==> src/hdl/ramt_pkg.sv <==
`default_nettype none
package ramt_pkg;
	localparam int KEY_W = 20;
	localparam int TAG_W = 30;
	localparam int IDX_W = 11;
	localparam int MAX_IDX = 2047;
	localparam int LC_RESET = 1024;

	localparam logic OP_ASSIGN = 1'b0;
	localparam logic OP_QUERY  = 1'b1;

	localparam logic REG_LEAF_COUNT = 1'b0;

	typedef struct packed {
		logic [KEY_W-1:0] key;
		logic [TAG_W-1:0] tag;
	} pair_t;

	typedef struct packed {
		logic             opcode;
		logic [IDX_W-1:0] range_low;
		logic [IDX_W-1:0] range_high;
		logic [KEY_W-1:0] assign_key;
		logic [TAG_W-1:0] assign_tag;
	} req_t;

	typedef struct packed {
		logic             found;
		logic [KEY_W-1:0] max_key;
		logic [TAG_W-1:0] max_tag;
	} rsp_t;

	typedef struct packed {
		logic clear;
		logic load;
	} max_ctrl_t;
endpackage
`default_nettype wire

==> src/hdl/ramt_max.sv <==
`default_nettype none
module ramt_max (
	input  wire logic                clk,
	input  wire ramt_pkg::max_ctrl_t ctrl,
	input  wire ramt_pkg::pair_t     pair,
	output ramt_pkg::pair_t          best
);
	import ramt_pkg::*;

	pair_t best_q;

	// keep the greater pair, key first then tag
	always_ff @(posedge clk) begin
		if (ctrl.clear) begin
			best_q <= '0;
		end else if (ctrl.load && (pair > best_q)) begin
			best_q <= pair;
		end
	end

	assign best = best_q;
endmodule
`default_nettype wire

==> config.mk <==
export PLATFORM = sky130hd
export DESIGN_NAME = ramt_max
export DESIGN_NICKNAME = d
export VERILOG_FILES = /design/src/hdl/ramt_pkg.sv /design/src/hdl/ramt_max.sv
export SDC_FILE = /design/constraint.sdc
export NUM_CORES = 1
export LEC_CHECK = 0
export BUFFER_PORTS_ARGS = -buffer_cell sky130_fd_sc_hd__buf_2
export CELL_PAD_IN_SITES_DETAIL_PLACEMENT = 1
export CELL_PAD_IN_SITES_GLOBAL_PLACEMENT = 2
export CORE_ASPECT_RATIO = 1.75
export CORE_UTILIZATION = 33
export DETAILED_ROUTE_END_ITERATION = 6
export PLACE_DENSITY_LB_ADDON = 0.1
export SETUP_SLACK_MARGIN = 0.5
export SYNTH_ARGS = -nofsm -noshare
export SYNTH_HDL_FRONTEND = slang
export SYNTH_SLANG_ARGS = --single-unit
export TNS_END_PERCENT = 10
==> constraint.sdc <==
create_clock -name clk -period 3.3 [get_ports clk]
set_input_delay 0.495 -clock clk [delete_from_list [all_inputs] [get_ports clk]]
set_output_delay 0.495 -clock clk [all_outputs]
set_load 0.005 [all_outputs]
# Yosys cells after proc, flatten, opt, wreduce, memory -nomap -nowiden
# Cells that the tools add are included.
op_classes:
  eq_ne: 0
  bitwise_logic: 0
  n_mux: 0
  reduce_logical: 1
  mul: 0
  div: 0
  n_addsub: 0
  magnitude_cmp: 1
  shift: 0
op_table:
  columns: ["op", "count"]
  rows:
  - ["$gt 50x50->1", 1]
  - ["$logic_and 1x1->1", 1]
word_totals:
  memories: 0
  mem_bits_ro: 0
  ram_bits: 0
  reg_bits: 50
  wordCells: 4
  latchBits: 0

# Depth between registers and ports, before layout
# Gate-level depths: netlist (run 1).
logic_depth:
  ltp_word: 2
  depth_mapped: 10
  ltp_nobuf: 9

# Worst setup path before layout (run 1)
# No wires, ideal clock.
synth_timing:
  path_type: "input-to-reg"
  startpoint: "input port pair[49] (netlist bit)"
  endpoint: "register best_q, in the netlist best[0]"
  arrival_ns: 2.272
  required_time_ns: 3.228
  stages: 9
  path_slack_ns: 0.957
  cell_sequence: "ha_1 > nand4_2 > nor4_2 > nand3_2 > nor3_2 > o41ai_2 > a21oi_4 > buf_6 > mux2i_1"
synth_between:
  elab_chain_cells: 2
synth_rtl:
  columns: ["element", "line_no", "source"]
  rows:
  - ["start: declaration", "ramt_max.sv:5", "input wire ramt_pkg::pair_t pair,"]
  - ["$gt 50x50->1", "ramt_max.sv:16", "end else if (ctrl.load && (pair > best_q)) begin"]
  - ["$logic_and 1x1->1", "ramt_max.sv:16", null]
  - ["end signal: assignment", "ramt_max.sv:17", "best_q <= pair;"]
  - ["end: declaration", "ramt_max.sv:10", "pair_t best_q;"]
# No other way between the ends.
# A chain may end at the register's enable or synchronous reset.

# Worst setup path after layout (run 1)
layout_timing:
  startpoint: "register best_q, in the netlist best[49]"
  endpoint: "register best_q, in the netlist best[33]"
layout_between:
  elab_chain_cells: 2
layout_rtl:
  columns: ["element", "line_no"]
  rows:
  - ["$gt 50x50->1", "ramt_max.sv:16"]
  - ["$logic_and 1x1->1", "ramt_max.sv:16"]
# No other way between the ends.

==> flow_summary.json, run 1 <==
{
  "period_minus_slack_ns": 2.51,
  "status": "complete, no violations",
  "route.detailed.drc": 0,
  "placed_cells": 610,
  "p_int_w": 0.00117,
  "grt_overflow_total": 0,
  "muxShareOfSynthArea": 0.142,
  "yosysTopAreaCellShare": 0.284,
  "placed_area_um2": 4130,
  "nNetsFinal": 593,
  "synthTopCellsByCount": "nand2b_1, inv_1, dfxtp_1, ha_1, mux2i_1",
  "path_max_fanout": 19,
  "clock_path_buffers": 2,
  "tns_ns": 0,
  "final_cell_count_no_fill": 618,
  "power.switching_w": 0.000494,
  "p_leak_nw": 1.98,
  "synth_xor_area_frac": 0,
  "synth.most_common_cell": "nand2b_1",
  "syn_area_per_cell_um2": 8.95,
  "final_area_um2": 4290,
  "place.gp.congestion": 0.758,
  "rsz0062_at_grt": "false",
  "hold_viol": 0,
  "ant_nets": 0,
  "met1_usage": 0.165,
  "power_frac_clock": 0.323,
  "grt_util_met3": 0.0309,
  "synth.largest_area_cell": "dfxtp_1",
  "yosysSeqAreaShare": 0.284,
  "grt_max_degree": 101,
  "synthSimpleGateAreaFrac": 0.243,
  "clock_latency_ns": 0.29,
  "period_share": 0.762,
  "busiest_layer": "met2",
  "peakVddDrop_mv": 0.241,
  "path_class": "register to register",
  "synth-compound-area-share": 0.0706,
  "die_h_um": 139,
  "n_antenna_cell": 0,
  "worst_pin_slew_ns": 0.719,
  "synthAdderAreaFrac": 0.177,
  "drtIter0Drc": 37,
  "fp.dieW_um": 80.2,
  "track_usage": 0.167,
  "syn_area_um2": 3530,
  "core_um2": 10400,
  "p_comb_frac": 0.263,
  "syn_inst": 394,
  "synth_top_family_by_area": "simple AND/OR/NAND/NOR gates",
  "syn_nets": 497,
  "first_pass_iters": 4,
  "io_pins": 103,
  "dp_hpwl_um": 6900,
  "grtUsageMet2": 0.336,
  "clock-sinks": 50,
  "maxSlewViolCount": 0,
  "cp-start-kind": "register",
  "rows": 49,
  "htree_levels": 2,
  "synth_ff_type": "dfxtp_1",
  "syn2layout_area_growth_pct": 21.7,
  "worstPathRequired_ns": 3.52,
  "hold_slack_ns": 0.469,
  "antenna_found_initial": 0,
  "wl_per_cell_um": 14.1,
  "die-area_um2": 11100,
  "synth_seq_cells": 50,
  "largest_reg_flops": 50,
  "hold_path.class": "input pin to register",
  "cts_tree": "built",
  "synth-edff-count": 0,
  "clock.fmax_mhz": 398,
  "clkSlewWorstSetupHoldPaths_ns": 0.07,
  "io_buffer_count": 102,
  "seqPwrFrac": 0.414,
  "cts_made_buffers": 5,
  "yosys-top-cells-area": "dfxtp_1, ha_1, nand2b_1",
  "via_per_inst": 4.83,
  "max_slew_margin": 0.521,
  "first_global_vias": 3133,
  "cp.arrival_ns": 2.73,
  "yosys_warnings": 0,
  "setup_viol": 0,
  "r2r_slack_ns": 0.79,
  "cap_violations": 0,
  "ctsHoldBuffers": 0,
  "grt_pass1_wl_um": 14500,
  "wirelength_um": 8730,
  "cts_root_buf": "clkbuf_16",
  "fin_skew_ns": 0.00405,
  "endpoint_kind": "register",
  "via_count": 2982,
  "ys_async_sr_fraction": 0,
  "powerDensity_nw_per_um2": 387,
  "start_util": 0.340,
  "yosys.cell_types.count": 29,
  "p_sw_frac": 0.297,
  "drive_gt1_frac": 0.244
}
==> per-stage QoR <==
step                      power (W)  utilization  setup WS [ns]
final                       0.00166        0.414          0.786
after global routing        0.00179        0.414          0.568
after CTS                   0.00170        0.413          0.586
after detailed placement    0.00115        0.399          0.411
after global placement      0.00114        0.399          0.560
after floorplan            0.000984            -          0.957
==> logic make-up after synthesis <==
group           count (synthesis)
buf+inv                        68
fa+ha+maj                      50
flops                          50
mux                            50
simple gates                  139
compound gates                 37
==> per-layer routing <==
layer | up-vias | wire length (µm)
li1 | 1498 | -
met1 | 1420 | 3210
met2 | 59 | 5080
met3 | 5 | 337
met4 | 0 | 104
met5 | - | 0
==> area by class of cell <==
cell class,count,area [µm²]
Inverter,52,195
Sequential cell,50,1000
Clock inverter,1,5.00
Clock buffer,7,143
Fill cell,1273,6070
Tap cell,127,159
Timing Repair Buffer,105,549
Multi-Input combinational cell,276,2240
==> worst max-delay path, stage by stage, from the launching register on <==
cell	delay [ns]
dfxtp_1	0.36
inv_1	0.05
ha_1	0.31
nand4_2	0.19
nor4_4	0.36
nand3_2	0.15
nor3_2	0.19
o41ai_2	0.12
a21oi_4	0.20
buf_6	0.27
mux2i_1	0.23
==> placed cells by master, fill, tap and decap left out, types with 5 or more instances in the layout <==
master | netlist | layout
a21oi_1 | 18 | 18
buf_2 | 0 | 102
clkbuf_16 | 0 | 5
dfxtp_1 | 50 | 50
ha_1 | 50 | 50
inv_1 | 52 | 52
mux2i_1 | 50 | 50
nand2_1 | 13 | 13
nand2b_1 | 100 | 100
nand3_1 | 5 | 5
nand4_1 | 6 | 6
==> path summary, 6_finish.rpt <==
path                  from        to  depth (start not counted)
setup / recovery  best[49]  best[33]                         10
hold / removal    pair[35]  best[35]                          3
setup reg to reg  best[49]  best[33]                         10
hold reg to reg   best[28]  best[28]                          2
==> what timing repair did <==
item                       CTS  global route
setup buffers                0             0
setup endpoints to repair    0            19
resized for setup            0             2
==> power groups by stage <==
| stage | sequential [W] | clock [W] | combinational, W |
|---|---|---|---|
| floorplan | 0.000703 | 0 | 0.000281 |
| global placement | 0.000701 | 0 | 0.000434 |
| detailed placement | 0.000704 | 0 | 0.000447 |
| CTS | 0.000690 | 0.000564 | 0.000449 |
| global route | 0.000697 | 0.000597 | 0.000500 |
| finish | 0.000688 | 0.000537 | 0.000437 |
(Power assumes the default switching activity.)
==> run 2, diff against run 1 <==
- CORE_UTILIZATION: 33 -> 28
- clock period: 3.3 -> 2.3 ns (I/O delays scaled with it)
==> flow_summary.json, run 2 (same netlist as run 1, synthesis figures left out) <==
{
  "first_pass_iters": 4,
  "fin_util": 0.431,
  "grt_max_degree": 101,
  "peakVddDrop_mv": 0.413,
  "max_slew_margin": 0.753,
  "start_util": 0.291,
  "wl_per_cell_um": 14.3,
  "cts_root_buf": "clkbuf_16",
  "rr_startpoint": "best[45]",
  "via_per_inst": 4.53,
  "largest_reg_flops": 50,
  "crit_slowest_cell": "nor4_4",
  "clkSlewWorstSetupHoldPaths_ns": 0.07,
  "layout_commonest_cell": "buf_2",
  "die_h_um": 150,
  "rsz0062_at_grt": "true",
  "r2r_slack_ns": -0.22,
  "via_count": 3255,
  "powerDensity_nw_per_um2": 530,
  "grt_pass1_wl_um": 16400,
  "r2r_end": "best[17]",
  "worst_pin_slew_ns": 0.369,
  "cp-start-kind": "register",
  "period_minus_slack_ns": 2.52,
  "cp.arrival_ns": 2.74,
  "fin_total_pwr_w": 0.00277,
  "syn2layout_area_growth_pct": 48.4,
  "setup_viol": 50,
  "grt_overflow_total": 0,
  "track_usage": 0.162,
  "layout_common_cells": "buf_2, nand2b_1, buf_4",
  "critPathTopFamily": "buffers and inverters",
  "worstPathRequired_ns": 2.52,
  "path_buf_inv": 5,
  "hp-start": "pair[11]",
  "violations": "setup timing",
  "clock_latency_ns": 0.29,
  "max_stage_delay_ns": 0.34,
  "clock-sinks": 50,
  "io_buffer_count": 102,
  "cp_cell_sequence": "inv_1 -> ha_4 -> nand4_4 -> nor4_4 -> nand3_2 -> o221ai_2 -> a211oi_2 -> buf_4 -> a21oi_4 -> buf_8 -> buf_12 -> buf_16 -> mux2i_1",
  "setup_ws_ns": -0.219,
  "io_pins": 103,
  "core_um2": 12100,
  "p_leak_nw": 2.41,
  "cts_made_buffers": 5,
  "path_max_fanout": 8,
  "hold_path.class": "input pin to register",
  "drtIter0Drc": 73,
  "htree_levels": 2,
  "r2r_cells": 13,
  "antenna_found_initial": 1,
  "clock_path_buffers": 2,
  "period_share": 1.10,
  "cap_violations": 0,
  "cts_tree": "built",
  "fin_skew_ns": 0.00644,
  "endpoint_kind": "register",
  "nNetsFinal": 656,
  "wirelength_um": 10300,
  "status": "complete, but fails checks",
  "maxSlewViolCount": 0,
  "hold_viol": 0,
  "place.gp.congestion": 0.692,
  "clock.fmax_mhz": 397,
  "dp_hpwl_um": 7630,
  "cp_num_cells": 13,
  "fp.dieW_um": 86.8,
  "crit_start": "best[45]",
  "first_global_vias": 3468,
  "route.detailed.drc": 0,
  "n_antenna_cell": 0,
  "ant_nets": 0,
  "path_class": "register to register",
  "ctsHoldBuffers": 0,
  "drive_gt1_frac": 0.415,
  "rows": 53,
  "die-area_um2": 13100,
  "endpoint": "best[17]"
}
run 2: repair_timing:
action / CTS / global route
setup buffers: 9 / 1
setup endpoints to repair: 50 / 50
hold endpoints to repair: 0 / 0
pin swaps: 15 / 7
resized for setup: 48 / 10
gates cloned: 3 / 0
run 2: worst min path at each step:
stage / to / slack [ns] / cells past startpoint
after floorplan: best[10] / 0.48 / 2
after global placement: best[10] / 0.47 / 2
after detailed placement: best[22] / 0.49 / 2
after CTS: best[6] / 0.31 / 3
after global routing: best[40] / 0.33 / 3
final: best[11] / 0.32 / 3
run 2: final cells by class:
| type | instances | area (µm²) |
|---|---|---|
| repair buffers | 168 | 1140 |
| well taps | 165 | 206 |
| fillers | 1432 | 6900 |
| multi-input cells | 276 | 2510 |
| clock buffers | 5 | 125 |
| flip-flops and latches | 50 | 1020 |
| inverters | 52 | 195 |
| clock inverters | 3 | 40.0 |
run 2: report_power, final:
part / switching (W) / total [W] / internal [W]
clock: 0.000360 / 0.000871 / 0.000511
sequential: 0.0000459 / 0.000986 / 0.000940
combinational: 0.000413 / 0.000915 / 0.000502
run 2: routing by layer:
metal	global-route usage	routed length, µm
met1	0.156	3760
met2	0.341	6070
met3	0.0252	344
met4	0.0425	115
met5	0	12
run 2: tightest hold or removal path, cell delays in order:
cell and delay (ns):
buf_2 0.11, nand2b_1 0.06, mux2i_1 0.06
run 2: metrics by stage:
stage,hold WS (ns),cells,setup WS [ns],cell area (µm²),TNS [ns]
final,0.320,719,-0.219,5230,-7.28
after global routing,0.327,719,-0.382,5230,-15.36
after CTS,0.314,718,-0.242,5200,-8.39
after detailed placement,0.487,698,-0.438,4590,-20.67
after global placement,0.472,698,-0.436,4590,-21.38
after floorplan,0.478,394,0.0878,3530,0
==> run 3, diff against run 2 <==
- HOLD_SLACK_MARGIN: unset -> 0.05
- clock period: 2.3 -> 2.2 ns (I/O delays scaled with it)
==> flow_summary.json, run 3 (same netlist as run 1, synthesis figures left out) <==
{
  "clock.fmax_mhz": 397,
  "crit_slowest_cell": "dfxtp_2",
  "maxSlewViolCount": 0,
  "fin_util": 0.446,
  "cp-start-kind": "register",
  "core_um2": 12100,
  "path_class": "register to register",
  "wirelength_um": 10700,
  "max_slew_margin": 0.643,
  "clock-sinks": 50,
  "rows": 53,
  "hold_viol": 0,
  "critPathTopFamily": "simple AND/OR/NAND/NOR gates",
  "worstPathRequired_ns": 2.42,
  "fin_skew_ns": 0.00922,
  "status": "complete, but fails checks",
  "cts_made_buffers": 5,
  "clock_latency_ns": 0.29,
  "drive_gt1_frac": 0.431,
  "die-area_um2": 13100,
  "die_h_um": 150,
  "io_buffer_count": 102,
  "drtIter0Drc": 48,
  "peakVddDrop_mv": 0.286,
  "dp_hpwl_um": 7910,
  "grtUsageMet2": 0.350,
  "cp_cell_sequence": "inv_2 -> ha_4 -> nand4_4 -> nor4_4 -> nand3_2 -> o221ai_1 -> a211oi_1 -> buf_4 -> a21oi_4 -> buf_12 -> buf_12 -> buf_16 -> mux2i_1",
  "tns_ns": -11.98,
  "nNetsFinal": 670,
  "fp.dieW_um": 86.8,
  "hold_depth": 3,
  "period_minus_slack_ns": 2.52,
  "period_share": 1.15,
  "clock_path_buffers": 2,
  "start_util": 0.291,
  "grt_pass1_wl_um": 17100,
  "io_pins": 103,
  "cap_violations": 0,
  "p_leak_nw": 2.48,
  "powerDensity_nw_per_um2": 548,
  "cp.arrival_ns": 2.74,
  "setup_viol": 50,
  "setup_ws_ns": -0.322,
  "cts_root_buf": "clkbuf_16",
  "place.gp.congestion": 0.688,
  "largest_reg_flops": 50,
  "track_usage": 0.169,
  "grt_overflow_total": 0,
  "r2r_cells": 13,
  "layout_commonest_cell": "buf_2",
  "violations": "setup timing",
  "cts_tree": "built",
  "antenna_found_initial": 1,
  "endpoint_kind": "register",
  "first_pass_iters": 4,
  "route.detailed.drc": 0,
  "ctsHoldBuffers": 0,
  "path_max_fanout": 7,
  "via_per_inst": 4.56,
  "path_buf_inv": 5,
  "layout_common_cells": "buf_2, nand2b_1, buf_4",
  "busiest_layer": "met2",
  "first_global_vias": 3681,
  "grt_util_met3": 0.0252,
  "via_count": 3345,
  "crit_path_frequent_cell": "buf_12",
  "hold_path.class": "input pin to register",
  "wl_per_cell_um": 14.5,
  "worst_pin_slew_ns": 0.536,
  "clkSlewWorstSetupHoldPaths_ns": 0.07,
  "syn2layout_area_growth_pct": 53.5,
  "rsz0062_at_grt": "true",
  "ant_nets": 0,
  "grt_max_degree": 48,
  "cp_num_cells": 13,
  "met1_usage": 0.166,
  "max_stage_delay_ns": 0.34,
  "htree_levels": 2
}
## run 3: changes by cell type in the layout (fill, tap and decap cells not counted), moves of 2 or more
cell / delta
ha_1: -3
a21oi_2: +3
ha_4: +3
a21oi_1: -3
buf_12: +2
inv_1: +3
inv_2: -3
clkinv_2: -2
buf_4: +12
## run 3: cell type report
class,count,area [µm²]
diodes,1,2.50
clock buffers,6,129
clock inverters,2,37.5
fillers,1447,6720
inverters,52,195
multi-input cells,276,2540
flip-flops and latches,50,1020
well taps,165,206
repair buffers,182,1280
## run 3: metrics by stage
step           instance area (µm²)  hold WS (ns)  setup slack (ns)  total power [W]  instances
2_1_floorplan                 3530         0.478           -0.0122          0.00148        394
3_3_place_gp                  4710         0.472            -0.455          0.00186        713
3_5_place_dp                  4710         0.488            -0.514          0.00189        713
4_1_cts                       5310         0.295            -0.367          0.00298        730
5_1_grt                       5420         0.305            -0.479          0.00316        734
6_report                      5420         0.302            -0.322          0.00297        734
## run 3: final timing paths
check	from	end	slack (ns)
setup / recovery	best[49]	best[34]	-0.32
hold / removal	pair[40]	best[40]	0.30
setup reg to reg	best[49]	best[34]	-0.32
hold reg to reg	best[12]	best[12]	0.49
## run 3: where the power goes
part / internal [W] / total [W] / switching, W
registers: 0.000983 / 0.00102 / 0.0000415
clock network: 0.000539 / 0.000915 / 0.000377
logic: 0.000575 / 0.00103 / 0.000454
total: 0.00210 / 0.00297 / 0.000872
## run 3: layer usage
metal  wire, µm  up-vias
li1           -     1659
met1       3870     1616
met2       6280       62
met3        370        8
met4        145        0
met5          0        -
## run 3: tightest hold or removal path, delay by kind of cell
family                 cells  cell delay (ns)
buffers and inverters      1             0.11
multiplexers               1             0.06
AND/OR/NAND/NOR            1             0.06
## run 3: repair_timing
action,in CTS,in global routing
setup buffers,5,3
setup endpoints to repair,50,50
pin swaps,11,12
cloned,4,0
gates resized for setup,45,17
